--- src/rtl/chpg_pkg.sv ---
// chpg_pkg: shared types and constants for the conical helix point generator
// holds register addresses, the cordic arctangent table and the pipeline beat types
// no dependencies
`default_nettype none
package chpg_pkg;

  localparam int unsigned IdxW   = 12;
  localparam int unsigned RadW   = 16;
  localparam int unsigned OutW   = 17;
  localparam int unsigned PhW    = 32;
  localparam int unsigned GainQ16 = 39797;
  localparam int unsigned MaxStages = 24;

  typedef enum logic [2:0] {
    RegStartRadius = 3'd0,
    RegEndRadius   = 3'd1,
    RegRiseHeight  = 3'd2,
    RegRevolutions = 3'd3,
    RegPointTotal  = 3'd4
  } reg_addr_e;

  function automatic logic [PhW-1:0] atan_turn(input int unsigned i);
    logic [PhW-1:0] v;
    begin
      case (i)
        0:  v = 32'd536870912;
        1:  v = 32'd316933406;
        2:  v = 32'd167458907;
        3:  v = 32'd85004756;
        4:  v = 32'd42667331;
        5:  v = 32'd21354465;
        6:  v = 32'd10679838;
        7:  v = 32'd5340245;
        8:  v = 32'd2670163;
        9:  v = 32'd1335087;
        10: v = 32'd667544;
        11: v = 32'd333772;
        12: v = 32'd166886;
        13: v = 32'd83443;
        14: v = 32'd41722;
        15: v = 32'd20861;
        16: v = 32'd10430;
        17: v = 32'd5215;
        18: v = 32'd2608;
        19: v = 32'd1304;
        20: v = 32'd652;
        21: v = 32'd326;
        22: v = 32'd163;
        23: v = 32'd81;
        default: v = '0;
      endcase
      return v;
    end
  endfunction

  // side data that rides along every cell of the cordic chain
  typedef struct packed {
    logic                  err;
    logic                  last;
    logic [15:0]           pos_y;
  } side_t;

endpackage
`default_nettype wire

--- src/rtl/chpg_cordic_cell.sv ---
// chpg_cordic_cell: one rotation step of the cordic chain, floor shifts
// depends on chpg_pkg for the arctangent table and side-data type
`default_nettype none
module chpg_cordic_cell #(
  parameter int unsigned VecW  = 40,
  parameter int unsigned Stage = 0
) (
  input  wire logic                  clk_i,
  input  wire logic                  en_i,
  input  wire logic signed [VecW-1:0] x_i,
  input  wire logic signed [VecW-1:0] y_i,
  input  wire logic signed [33:0]    z_i,
  input  wire logic [1:0]            quad_i,
  input  wire chpg_pkg::side_t       side_i,
  output logic signed      [VecW-1:0] x_o,
  output logic signed      [VecW-1:0] y_o,
  output logic signed      [33:0]    z_o,
  output logic [1:0]                 quad_o,
  output chpg_pkg::side_t            side_o
);
  localparam logic signed [33:0] Atan = 34'(chpg_pkg::atan_turn(Stage));
  logic signed [VecW-1:0] dx, dy;

  assign dx = y_i >>> Stage;
  assign dy = x_i >>> Stage;

  always_ff @(posedge clk_i) begin
    if (en_i) begin
      if (!z_i[33]) begin
        x_o <= x_i - dx;
        y_o <= y_i + dy;
        z_o <= z_i - Atan;
      end else begin
        x_o <= x_i + dx;
        y_o <= y_i - dy;
        z_o <= z_i + Atan;
      end
      quad_o <= quad_i;
      side_o <= side_i;
    end
  end
endmodule
`default_nettype wire

--- config.mk ---
export PLATFORM = sky130hd
export DESIGN_NAME = chpg_cordic_cell
export DESIGN_NICKNAME = d
export VERILOG_FILES = /design/src/rtl/chpg_pkg.sv /design/src/rtl/chpg_cordic_cell.sv
export SDC_FILE = /design/constraint.sdc
export NUM_CORES = 1
export LEC_CHECK = 0
export BUFFER_PORTS_ARGS = -buffer_cell sky130_fd_sc_hd__buf_4
export CAP_MARGIN = 20
export CORE_ASPECT_RATIO = 0.9
export CORE_MARGIN = 1.5
export CORE_UTILIZATION = 52
export DETAILED_ROUTE_END_ITERATION = 12
export PLACE_DENSITY = 0.83
export SLEW_MARGIN = 10
export SYNTH_ARGS = -nofsm -noshare
export SYNTH_HDL_FRONTEND = slang
export SYNTH_SLANG_ARGS = --single-unit
--- constraint.sdc ---
create_clock -name clk_i -period 6.3 [get_ports clk_i]
set_input_delay 0.63 -clock clk_i [delete_from_list [all_inputs] [get_ports clk_i]]
set_output_delay 0.63 -clock clk_i [all_outputs]
set_load 0.05 [all_outputs]
==> reports/metrics.cfg <==
[run_status]
status=complete, no violations

[global_route]
grt_overflow_total=0
antenna_found_initial=0
first_global_vias=10000
grt_max_degree=75
grt.total_usage=0.331
grt_first_pass_wirelength_um=56000

[hold_path]
min_path_cells=1
hold_path.startpoint=side_i[16]
min_path_type=input port to flip-flop
hold_path_end=side_o[16]$_DFFE_PP_

[placed_design]
io_buffers=269
dp.cells=1721
place_area_um2=13200
gp_congestion=0.994
dp_hpwl_um=28500
pre_cts_ws_ns=1.84

[layout]
nNetsFinal=1714
post-route-cell-area_um2=13800
utilization=0.664
fillers=1723
final_common_cell=buf_4
finalNonFillerCells=1753
layout_common_cells=buf_4 (270), a21oi_1 (144), edfxtp_1 (133)
multi_input_area_um2=6350
antenna_cells=0
drive_above_1_share=0.217
area_growth_pct=25.2
register_area_um2=3990

[clock_tree]
tritoncts=built
numCtsBuffers=17
clkTransAtPathRegs_ns=0.07
cts_hold_buf=0
clock_path_buffers=2
cts_max_level=4
cts_num_sinks=133
postCtsSetupRepairBufs=0
postCtsResizedCells=0
cts_root_buf=clkbuf_16

[worst_setup_path]
path_class=input port to flip-flop
required_ns=6.46
critPathLaunchType=input port
critPathArrivalTime_ns=4.22
worst_setup_path_end_kind=flip-flop
cp_max_fo=15

[timing]
worst_slack_ns=2.24
setup_violations=0
rsz0062_at_grt=false
slew-limit-headroom=0.387
slew_violations=0
finalCritPeriodShare=0.644
hold_viol=0
tightest_slew_ns=0.897
fmax_ghz=0.247
post-route-min-period_ns=4.06
tns_ns=0

[logic_synthesis]
ys_warn_count=0
synth_edf_count=133
synth_ff_type=edfxtp_1
ys_ff_latch=133
synth_fp_nets=1480
syn_area_um2=11100
syn-instance-count=1220
ys_seq_area_frac=0.361
syn_area_per_cell_um2=9.06
ys_types=72
async_flop_share=0

[route]
dr.pass1.iters=6
postRouteAntennaNets=0
vias=10500
wl_per_cell_um=21.0
drt-total-wl_um=36800
drc=0
viasPerCell=5.97
drt_first_iter_violations=1008

[pwr]
p_leak_nw=6.14
power_density_nw_per_um2=268
peakVddDrop_uv=186

[die]
rows=50
die_height_um=141
core-area_um2=20800
io_pins=270
start_util=0.530
dieArea_um2=22100
die_w_um=157

[run]
cap_violations=0

[synthesized netlist by cell type (all sizes together), types with 20 or more instances]
master,count,area [um^2]
o21bai,22,165
a21o,32,240
nand2,62,235
edfxtp,133,3990
nor3,22,110
buf,22,96.4
a21oi,144,721
nor2,97,364
mux2i,22,220
xnor2,67,587
ha,120,1500
o21ai,90,458
clkbuf,34,128
inv,126,473
nand4,20,125
[layout make-up]
type	instances	share of cell area
clock buffer	17	0.0308
timing repair buffer	271	0.147
inverter	128	0.0347
sequential	133	0.289
clock inverter	15	0.0131
multi-input combinational	903	0.459
tap	286	0.0259
[flip-flops by register name (all words and copies together) (netlist names)]
| signal | flops |
|---|---|
| side_o | 18 |
| z_o | 34 |
| x_o | 40 |
| y_o | 39 |
| quad_o | 2 |
[report_power, final]
group	internal [mW]	total (mW)	switching (mW)
Sequential	1.13	1.17	0.0405
Combinational	0.473	1.49	1.02
Clock	0.569	1.04	0.471
[routing by layer]
metal  track usage  vias up  routed length [um]
li1              -     4859                   -
met1         0.457     4952               15700
met2         0.538      586               17300
met3        0.0492       76                2910
met4         0.100        0                 954
met5             0        -                   0
[worst max-delay path, cell delays in order]
cell and delay (ns):
buf_4 0.10, inv_1 0.04, ha_1 0.49, a21oi_1 0.40, o221ai_1 0.24, a221oi_1 0.59, o21a_1 0.28, o211ai_1 0.24
a31o_2 0.37, a2111oi_0 0.56, a21oi_1 0.11, xor2_1 0.17
[stage by stage]
stage / hold WS (ns) / power [mW]
after global placement: 0.808 / 2.64
after detailed placement: 0.809 / 2.65
after global routing: 0.359 / 3.84
after floorplan: 0.729 / 2.17
final: 0.376 / 3.70
after CTS: 0.359 / 3.70
[cells by family (layout without fill, tap and decap cells)]
kind of cell / Yosys count / after routing / synth area share
AO/OA/AOI/OAI: 397 / 397 / 0.228
AND/OR/NAND/NOR: 280 / 280 / 0.120
buffers and inverters: 184 / 431 / 0.0637
flip-flops: 133 / 133 / 0.361
adder cells (fa/ha/maj): 124 / 124 / 0.143
XOR/XNOR: 79 / 79 / 0.0626
multiplexers: 23 / 23 / 0.0209
[worst max-delay path by stage]
stage | start | end | slack [ns] | depth (start not counted)
after floorplan | x_i[4] | x_o[39]$_DFFE_PP_ | 3.05 | 12
after global placement | x_i[8] | x_o[38]$_DFFE_PP_ | 1.90 | 13
after detailed placement | x_i[8] | x_o[38]$_DFFE_PP_ | 1.84 | 13
after CTS | x_i[8] | x_o[38]$_DFFE_PP_ | 2.27 | 13
after global routing | x_i[8] | x_o[38]$_DFFE_PP_ | 2.05 | 13
final | x_i[3] | x_o[37]$_DFFE_PP_ | 2.24 | 12
No activity file was read; power rests on OpenSTA's default activity.
