==> src/rtl/chpg_div_cell.sv <==
// chpg_div_cell: one restoring-divider step of the t = (index << F) / (total-1) chain
// no package dependencies
`default_nettype none
module chpg_div_cell #(
  parameter int unsigned NumW = 28,
  parameter int unsigned DenW = 12,
  parameter int unsigned Bit  = 0
) (
  input  wire logic            clk_i,
  input  wire logic            en_i,
  input  wire logic [NumW-1:0] num_i,
  input  wire logic [NumW-1:0] quo_i,
  input  wire logic [DenW-1:0] den_i,
  input  wire logic [11:0]     idx_i,
  input  wire logic            err_i,
  input  wire logic            last_i,
  output logic      [NumW-1:0] num_o,
  output logic      [NumW-1:0] quo_o,
  output logic      [DenW-1:0] den_o,
  output logic      [11:0]     idx_o,
  output logic                 err_o,
  output logic                 last_o
);
  logic [NumW+DenW-1:0] den_sh;
  logic [NumW+DenW-1:0] num_ext;
  logic                 fit;
  logic [NumW-1:0]      num_d;
  logic [NumW-1:0]      quo_d;

  always_comb begin
    den_sh  = {{NumW{1'b0}}, den_i} << Bit;
    num_ext = {{DenW{1'b0}}, num_i};
    fit     = num_ext >= den_sh;
    num_d   = fit ? NumW'(num_ext - den_sh) : num_i;
    quo_d   = quo_i;
    quo_d[Bit] = fit;
  end

  always_ff @(posedge clk_i) begin
    if (en_i) begin
      num_o  <= num_d;
      quo_o  <= quo_d;
      den_o  <= den_i;
      idx_o  <= idx_i;
      err_o  <= err_i;
      last_o <= last_i;
    end
  end
endmodule
`default_nettype wire

==> config.mk <==
export PLATFORM = sky130hd
export DESIGN_NAME = chpg_div_cell
export DESIGN_NICKNAME = d
export VERILOG_FILES = /design/src/rtl/chpg_div_cell.sv
export SDC_FILE = /design/constraint.sdc
export NUM_CORES = 1
export LEC_CHECK = 0
export BUFFER_PORTS_ARGS = -buffer_cell sky130_fd_sc_hd__buf_2
export CAP_MARGIN = 20
export CORE_MARGIN = 2
export CORE_UTILIZATION = 47
export CTS_BUF_LIST = sky130_fd_sc_hd__clkbuf_16
export CTS_CLUSTER_DIAMETER = 60
export DETAILED_ROUTE_END_ITERATION = 10
export HOLD_SLACK_MARGIN = 0.1
export PLACE_DENSITY_LB_ADDON = 0.3
export REMOVE_ABC_BUFFERS = 1
export SLEW_MARGIN = 20
export SYNTH_ARGS = -nofsm -noshare
export SYNTH_HDL_FRONTEND = slang
export SYNTH_SLANG_ARGS = --single-unit
==> constraint.sdc <==
create_clock -name clk_i -period 4 [get_ports clk_i]
set_clock_uncertainty 0.2 [all_clocks]
set_input_delay 0.8 -clock clk_i [delete_from_list [all_inputs] [get_ports clk_i]]
set_output_delay 0.8 -clock clk_i [all_outputs]
set_load 0.01 [all_outputs]
==> results of run 1 <==
==> layer usage <==
layer,routed length (um),part of all wire [%],up-vias
met5,0,0,-
met4,85,1.0,0
met3,707,8.6,8
met2,3940,48,123
met1,3470,42,1270
li1,-,-,1327
==> sequential cells by signal, indices dropped and copies added (netlist names) <==
signal,cells
err_o,1
idx_o,12
quo_o,28
num_o,28
den_o,12
last_o,1
==> logic make-up (layout without fill, tap and decap cells) <==
kind of cell / after synthesis / after routing / share of synthesized area, %
flip-flops: 82 / 82 / 67.4
buffers and inverters: 22 / 198 / 2.74
adder cells (fa/ha/maj): 13 / 13 / 4.66
AND/OR/NAND/NOR: 76 / 76 / 11.5
multiplexers: 1 / 1 / 0.308
XOR/XNOR: 23 / 23 / 5.52
AO/OA/AOI/OAI: 45 / 45 / 7.88
==> cells in the final DEF (no fill, tap or decap), drive strengths merged, types with 3 or more instances in the layout <==
cell	instances
o21a	5
buf	167
nor3	8
nand2	19
o31ai	3
nand3	6
edfxtp	82
inv	17
o21ai	16
clkbuf	9
or4	4
nor4bb	3
or3	3
a21oi	7
xnor2	12
and2	4
a211oi	3
nor2	13
ha	12
xor2	11
nand4	3
clkinv	3
==> critical path: cells and delay by family <==
kind	cells	cell delay, ns
AND/OR/NAND/NOR	4	1.79
AO/OA/AOI/OAI	1	0.43
XOR/XNOR	1	0.13
buffers and inverters	1	0.12
==> metrics by stage <==
stage	instance area (um2)	hold WS [ns]	utilization [%]	setup slack, ns
6_report	4890	0.444	64.3	0.607
5_1_grt	4890	0.424	64.3	0.523
4_1_cts	4890	0.434	64.3	0.608
3_5_place_dp	4590	0.778	60.3	0.255
3_3_place_gp	4590	0.776	60.3	0.303
2_1_floorplan	3610	0.699	-	-0.671
==> power groups by stage <==
stage          registers (uW)  clock network, uW  logic, uW
2_1_floorplan            1120                  0        113
3_3_place_gp             1070                  0        316
3_5_place_dp             1070                  0        322
4_1_cts                  1060                843        323
5_1_grt                  1060                887        354
6_report                 1060                821        320
==> worst paths after layout <==
check,slack (ns),endpoint,cells after the start,start
setup / recovery,0.61,num_o[18],7,num_i[14]
hold / removal,0.44,idx_o[10],1,idx_i[10]
==> final cells by class <==
type                       count  area (um2)
inverter                      15        56.3
clock buffer                   9         225
clock inverter                 7        76.3
fill                         635        2720
tap                          102         128
sequential                    82        2460
timing repair buffer         167         846
multi-input combinational    158        1090
==> flow_summary.ini, run 1 <==
[run_status]
run_status = complete, no violations

[sta]
final_hold_viol_count = 0
worst_pin_slew_ns = 1.02
min_period_ns = 3.39
final_min_period_over_clock_period_pct = 84.8
max-slew-margin-rel_pct = 31.9
timing_max_transition_violations_final = 0
totalNegativeSetupSlack_ns = 0
max_clock_freq_mhz = 295
grt_setup_unrepaired = no
timing.final.setup_violations = 0

[synth]
synthTopCellsByCount = edfxtp_1, nand2_1, inv_1
synth_async_sr_flop_share_pct = 0
gate_count_post_synth = 262
synth_enable_flop_cells = 82
synth_top_area_share_pct = 67.4
syn_area_per_cell_um2 = 13.9
synth_most_common_cell = edfxtp_1
synth-main-ff-cell = edfxtp_1
synthDistinctLibCells = 46
synth_largest_area_cell = edfxtp_1
ys_top_cells_by_area = edfxtp_1, ha_1, xnor2_1
synth.yosys.seq_area_share_pct = 67.4
post_synth_instance_area_um2 = 3650
synth.yosys.warnings = 0
ys_ff_latch = 82

[placed_design]
place.gp.congestion = 0.877
placedCellCount = 524
detailed_place_hpwl_mm = 6.13
place.port_buffers = 164

[power_and_ir_drop]
p_sw_share_pct = 24.2
share_seq_of_total_power_pct = 48.1
p_int_uw = 1670
combinationalPowerShare_pct = 14.6
power_density_nw_per_um2 = 450
net-switching-power_uw = 532
clockPowerShare_pct = 37.3
post-layout-total-power_uw = 2200
p_leak_uw = 0.00207
max_rail_drop_vdd_v = 0.000189

[layout]
final_net_count = 530
insertedDiodeCount = 0
flow.area_growth_from_synthesis_pct = 33.8
finalNonFillerCells = 540
share_of_layout_cells_above_drive_strength_1_pct = 43.2

[worst_setup_path]
crit_required_ns = 3.88
cell_at_the_slowest_stage_of_the_critical_path = or4_4
path_class = input pin to flip-flop
worst_ep_arrival_time_ns = 3.28
critPathCaptureType = flip-flop
timing.critical_path.from_type = input pin
cells_along_the_critical_path = buf_2 > or4_1 > or3_1 > or4_4 > o31a_1 > and3b_1 > xor2_1
cp_max_fo = 9
worst_path_largest_cell_delay_ns = 0.58

[clock_network]
root_buffer = clkbuf_16
cts_repair_resize_count = 0
setup_fix_buffers_added_after_clock_tree_synthesis = 0
number_of_buffers_added_to_fix_hold_violations_after_cts = 0
cts.sink_count = 82
cts_tree = yes
cts-buffers-inserted = 9
cts_max_path_buffers = 2
worst_setup_hold_path_clk_slew_ns = 0.06
htree_num_levels = 3

[global_routing]
grt.met3_usage_pct = 6.08
first_global_vias = 2510
globalRouteMet1Util_pct = 25.0
track_usage_pct = 19.3
globalRoute.totalOverflow = 0
busiest_layer = met2
antenna_found_initial = 0
groute.layer.met2.usage_pct = 31.6
grt_first_pass_wirelength_mm = 12.6
largest_net_degree_at_the_start_of_global_routing = 83

[route]
avgRoutedWirePerCell_um = 15.2
via_total_after_detailed_routing = 2728
drt-initial-drc-count = 137
drtAntennaViolNets = 0
drc = 0
drt_wl_total_mm = 8.20
firstDrtPassIters = 4
post_drt_via_cell_ratio = 5.05

[min_path]
path_type_of_the_worst_min_delay_path = input pin to flip-flop

[floorplanning]
initial_utilization_pct = 48.0
fp.dieH_um = 92.2
core_um2 = 7610
die_width_um = 92.2
row_count = 32
dieArea_um2 = 8490
ioPinCount = 166

[job]
cap_viol_max_count = 0
Note: power is estimated with default switching activity, not from simulation.
==> inputs of run 2 (changes only) <==
Settings changed: ABC_AREA from default to 1, CORE_UTILIZATION 47 to 49.
Clock period 4 ns to 3.44 ns, I/O delays scaled along.
==> run 2 against run 1 <==
Worst hold slack got worse by 0.12 ns; clock-buffer cell count did not move; final cell count rose by 37%; worst setup slack improved by 0.31 ns; utilization fell by 0.10 points; first-iteration DRC count fell by 15%; highest routed layer unchanged.
==> flow_summary.ini, run 2 <==
[run_status]
run_status = complete, no violations

[synth]
post_synth_instance_area_um2 = 4360
synth.yosys.warnings = 0
synth_largest_area_cell = edfxtp_1
post_synth_fa_ha_maj_area_fraction_pct = 3.90
synth_async_sr_flop_share_pct = 0
synthDistinctLibCells = 30
synth_compound_area_share_pct = 5.28
yosys.area_share.simple_pct = 23.6
syn_area_per_cell_um2 = 9.64
yosys.area_share.xor_xnor_pct = 2.01
ys_top_cells_by_area = edfxtp_1, nand2_1, inv_1
synth_enable_flop_cells = 82
synth.yosys.seq_area_share_pct = 56.5
ys_ff_latch = 82
synth.area.mux_share_pct = 0
synth_top_area_share_pct = 56.5
synthTopCellsByCount = nand2_1, edfxtp_1, inv_1
synth_top_family_by_area = simple AND/OR/NAND/NOR gates
synth_most_common_cell = nand2_1
synth-main-ff-cell = edfxtp_1
gate_count_post_synth = 452

[job]
cap_viol_max_count = 0

[floorplanning]
core_um2 = 8680
fp.dieH_um = 98.3
row_count = 34
dieArea_um2 = 9660
ioPinCount = 166
initial_utilization_pct = 50.2
die_width_um = 98.3

[route]
drt-initial-drc-count = 116
drtAntennaViolNets = 0
via_total_after_detailed_routing = 3560
avgRoutedWirePerCell_um = 14.7
post_drt_via_cell_ratio = 4.82
drc = 0
drt_wl_total_mm = 10.9
firstDrtPassIters = 4

[placed_design]
detailed_place_hpwl_mm = 8.57
place.port_buffers = 164
placedCellCount = 722
place.gp.congestion = 0.841
place_worst_setup_slack_ns = 0.540

[worst_setup_path]
cells_along_the_critical_path = buf_2 > ha_1 > inv_1 > o21ai_1 > a21oi_1 > nand2_1 > nor2_4 > nand2_4 > inv_8 > o21ai_2
worst_path_largest_cell_delay_ns = 0.38
path_class = input pin to flip-flop
critical_path_depth = 10
cell_at_the_slowest_stage_of_the_critical_path = ha_1
worst_ep_arrival_time_ns = 2.40
timing.critical_path.from_type = input pin
crit_family = buffers and inverters
worst-path-buf-inv = 3
crit_required_ns = 3.32
critPathCaptureType = flip-flop
cp_max_fo = 32

[layout]
finalNonFillerCells = 738
flow.area_growth_from_synthesis_pct = 27.8
insertedDiodeCount = 0
seq_area_um2 = 2460
multi_input_area_um2 = 1520
share_of_layout_cells_above_drive_strength_1_pct = 36.5
final_net_count = 722
final_util_pct = 64.2
reg_top3 = num_o: 28 flops, quo_o: 28 flops
num-fill-cells = 754
most_used_cells_in_the_layout_excluding_fill_and_tap_cells = buf_2, nand2_1, edfxtp_1
layout.cells.most_common = buf_2

[min_path]
hold_path_depth = 1
timing.hold.worst_endpoint = idx_o[11]
path_type_of_the_worst_min_delay_path = input pin to flip-flop
hp-start = idx_i[11]

[clock_network]
cts-buffers-inserted = 9
cts_repair_resize_count = 0
setup_fix_buffers_added_after_clock_tree_synthesis = 0
root_buffer = clkbuf_16
worst_setup_hold_path_clk_slew_ns = 0.07
cts_tree = yes
htree_num_levels = 3
cts_max_path_buffers = 2
cts.sink_count = 82
number_of_buffers_added_to_fix_hold_violations_after_cts = 0

[global_routing]
largest_net_degree_at_the_start_of_global_routing = 53
grt_first_pass_wirelength_mm = 17.2
track_usage_pct = 22.7
antenna_found_initial = 0
first_global_vias = 3466
globalRoute.totalOverflow = 0

[sta]
max_clock_freq_mhz = 396
worst_pin_slew_ns = 0.689
totalNegativeSetupSlack_ns = 0
final_hold_viol_count = 0
timing.final.setup_violations = 0
final_min_period_over_clock_period_pct = 73.4
grt_setup_unrepaired = no
timing_max_transition_violations_final = 0
max-slew-margin-rel_pct = 54.1
min_period_ns = 2.53
final_critical_path_setup_slack_ns = 0.914

[power_and_ir_drop]
p_leak_uw = 0.00266
power_density_nw_per_um2 = 467
max_rail_drop_vdd_v = 0.000256
-- run 2: area by class of cell --
type,count,area share (%)
clock buffer,9,4.04
clock inverter,7,1.03
inverter,85,5.87
multi-input combinational,282,27.3
sequential,82,44.2
tap,108,2.43
timing repair buffer,165,15.1
-- run 2: kinds of logic after synthesis --
group	Yosys count
AOI/OAI and AO/OA	29
xor gates and xnor gates	10
adders and majority gates	13
buffers and inverters	88
DFF	82
and+or+nand+nor	230
-- run 2: how the worst max path moves through the flow --
stage                          from        end
after detailed placement  num_i[11]  num_o[10]
final                     num_i[11]  num_o[10]
after global routing      num_i[11]  num_o[10]
after floorplan            num_i[0]  num_o[10]
after CTS                 num_i[11]  num_o[10]
after global placement    num_i[11]   num_o[8]
-- run 2: per-layer routing --
| metal | vias up | global-route usage, % | share of wire, % |
|---|---|---|---|
| li1 | 1810 | - | - |
| met2 | 128 | 38.7 | 49 |
| met5 | - | 0 | 0 |
| met1 | 1610 | 30.1 | 43 |
| met3 | 12 | 4.80 | 7.1 |
| met4 | 0 | 4.95 | 1.1 |
-- run 2: where the power goes --
group	leakage, uW	internal (uW)	switching [uW]
Clock	0.000141	501	421
Combinational	0.00171	178	268
Sequential	0.000803	1210	22.5
Total	0.00266	1890	712
-- run 2: per-stage QoR --
step / area (um2) / total power, uW / hold slack, ns
global placement: 5290 / 1690 / 0.665
CTS: 5570 / 2610 / 0.315
global route: 5570 / 2700 / 0.307
finish: 5570 / 2600 / 0.320
floorplan: 4310 / 1490 / 0.587
detailed placement: 5290 / 1700 / 0.666
==> inputs of run 3 (changes only) <==
Settings changed: CORE_UTILIZATION 49 to 45.
Clock period 3.44 ns to 2.1 ns, I/O delays scaled along.
==> run 3 against run 2 <==
Via count increased by 14%; clock power rose by 97%; sequential share of layout area shrank 7.5 points; critical endpoint is now num_o[11].
==> flow_summary.ini, run 3 (synthesized netlist as in run 2, its figures left out) <==
[global_routing]
largest_net_degree_at_the_start_of_global_routing = 57
globalRoute.totalOverflow = 0
track_usage_pct = 23.8
antenna_found_initial = 0
grt_first_pass_wirelength_mm = 18.8
first_global_vias = 4006

[placed_design]
place_worst_setup_slack_ns = -0.311
place.gp.congestion = 0.949
dpl_cell_area_um2 = 5800
place.port_buffers = 164
detailed_place_hpwl_mm = 9.01

[worst_setup_path]
worst_path_largest_cell_delay_ns = 0.36
crit_required_ns = 1.98
cell_at_the_slowest_stage_of_the_critical_path = fa_2
cp_max_fo = 8
path_class = input pin to flip-flop
timing.critical_path.from_type = input pin
cell_repeated_most_along_the_worst_path = nand2_4
worst_ep_arrival_time_ns = 1.89
cells_along_the_critical_path = buf_2 > inv_1 > ha_1 > fa_2 > o21ai_2 > and2_4 > nor2_4 > nand2_4 > inv_8 > buf_12 > nand2_4 > nand2_2
critPathCaptureType = flip-flop

[clock_network]
cts.sink_count = 82
cts_max_path_buffers = 2
worst_setup_hold_path_clk_slew_ns = 0.07
htree_num_levels = 3
setup_fix_buffers_added_after_clock_tree_synthesis = 0
root_buffer = clkbuf_16
cts_tree = yes
cts-buffers-inserted = 9

[route]
drt_wl_total_mm = 12.4
avgRoutedWirePerCell_um = 14.3
drt-initial-drc-count = 143
post_drt_via_cell_ratio = 4.65
drtAntennaViolNets = 0
via_total_after_detailed_routing = 4042
drc = 0
firstDrtPassIters = 4

[sta]
max_clock_freq_mhz = 498
max-slew-margin-rel_pct = 76.8
min_period_ns = 2.01
hold_ws_ns = 0.120
final_critical_path_setup_slack_ns = 0.0904
grt_setup_unrepaired = yes
final_min_period_over_clock_period_pct = 95.7
timing_max_transition_violations_final = 0
timing.final.setup_violations = 0
worst_pin_slew_ns = 0.347
final_hold_viol_count = 0

[floorplanning]
initial_utilization_pct = 46.7
core_um2 = 9330
die_width_um = 102
dieArea_um2 = 10500
ioPinCount = 166
row_count = 35
fp.dieH_um = 102

[run_status]
run_status = complete, no violations

[layout]
reg_top3 = num_o: 28 flops, quo_o: 28 flops
num-fill-cells = 690
insertedDiodeCount = 0
fin_area_um2 = 6710
layout.cells.most_common = buf_2
final_net_count = 834
flow.area_growth_from_synthesis_pct = 54.1
most_used_cells_in_the_layout_excluding_fill_and_tap_cells = buf_2, nand2_1, edfxtp_1
share_of_layout_cells_above_drive_strength_1_pct = 40.8

[min_path]
path_type_of_the_worst_min_delay_path = input pin to flip-flop

[power_and_ir_drop]
max_rail_drop_vdd_v = 0.000354
post-layout-total-power_uw = 4770
power_density_nw_per_um2 = 710
p_leak_uw = 0.00320

[job]
cap_viol_max_count = 0
-- run 3: changes by cell type in the layout (fill, tap and decap cells not counted), moves of 2 or more --
| cell | before | now |
|---|---|---|
| bufinv_16 | 0 | 3 |
| nor2_2 | 2 | 4 |
| dlygate4sd3_1 | 0 | 52 |
| ha_1 | 12 | 10 |
| nor2_1 | 37 | 35 |
| buf_4 | 1 | 58 |
| inv_6 | 4 | 2 |
| nand2_1 | 126 | 122 |
| ha_4 | 0 | 2 |
| nand2_2 | 15 | 19 |
| buf_12 | 1 | 4 |
| clkinv_4 | 2 | 0 |
-- run 3: final cells by class --
| class | count | area [um2] | area share (%) |
|---|---|---|---|
| multi-input cells | 282 | 1570 | 23.4 |
| clock inverters | 6 | 113 | 1.68 |
| clock buffers | 9 | 225 | 3.35 |
| inverters | 85 | 327 | 4.86 |
| repair buffers | 277 | 1850 | 27.6 |
| well taps | 129 | 161 | 2.40 |
| flip-flops and latches | 82 | 2460 | 36.7 |
-- run 3: repair_timing --
item / 4_1_cts / 5_1_grt
endpoints found under the setup margin: 0 / 27
hold buffers: 52 / 0
gates resized for setup: 0 / 14
hold endpoints to repair: 52 / 0
-- run 3: final timing paths --
kind,startpoint,end,slack (ns),cells past startpoint
worst max-delay path,num_i[0],num_o[11],0.09,12
worst min-delay path,den_i[1],den_o[1],0.12,1
-- run 3: where the power goes --
part / internal (uW) / leakage (uW) / switching (uW) / total, uW
clock network: 1160 / 0.000166 / 660 / 1820
registers: 1980 / 0.000803 / 35.9 / 2010
logic: 441 / 0.00223 / 491 / 933
total: 3580 / 0.00320 / 1190 / 4770
-- run 3: metal layers --
layer | vias to the layer above | track usage [%] | part of all wire (%)
met5 | - | 0 | 0
met4 | 0 | 7.49 | 1.8
met3 | 22 | 6.50 | 7.3
met2 | 155 | 43.0 | 50
met1 | 1835 | 27.4 | 41
li1 | 2030 | - | -
-- run 3: stage by stage --
step | instances | setup TNS, ns | util (%)
6_report | 870 | 0 | 72.0
4_1_cts | 870 | 0 | 71.4
2_1_floorplan | 449 | -2.23 | -
3_5_place_dp | 803 | -7.74 | 62.2
3_3_place_gp | 803 | -7.29 | 62.2
5_1_grt | 870 | -0.0404 | 72.0
-- run 3: worst max-delay path, delay by kind of cell --
family,cells,cell delay (ns)
compound gates,1,0.18
fa+ha+maj,2,0.57
buf+inv,4,0.31
simple gates,5,0.40
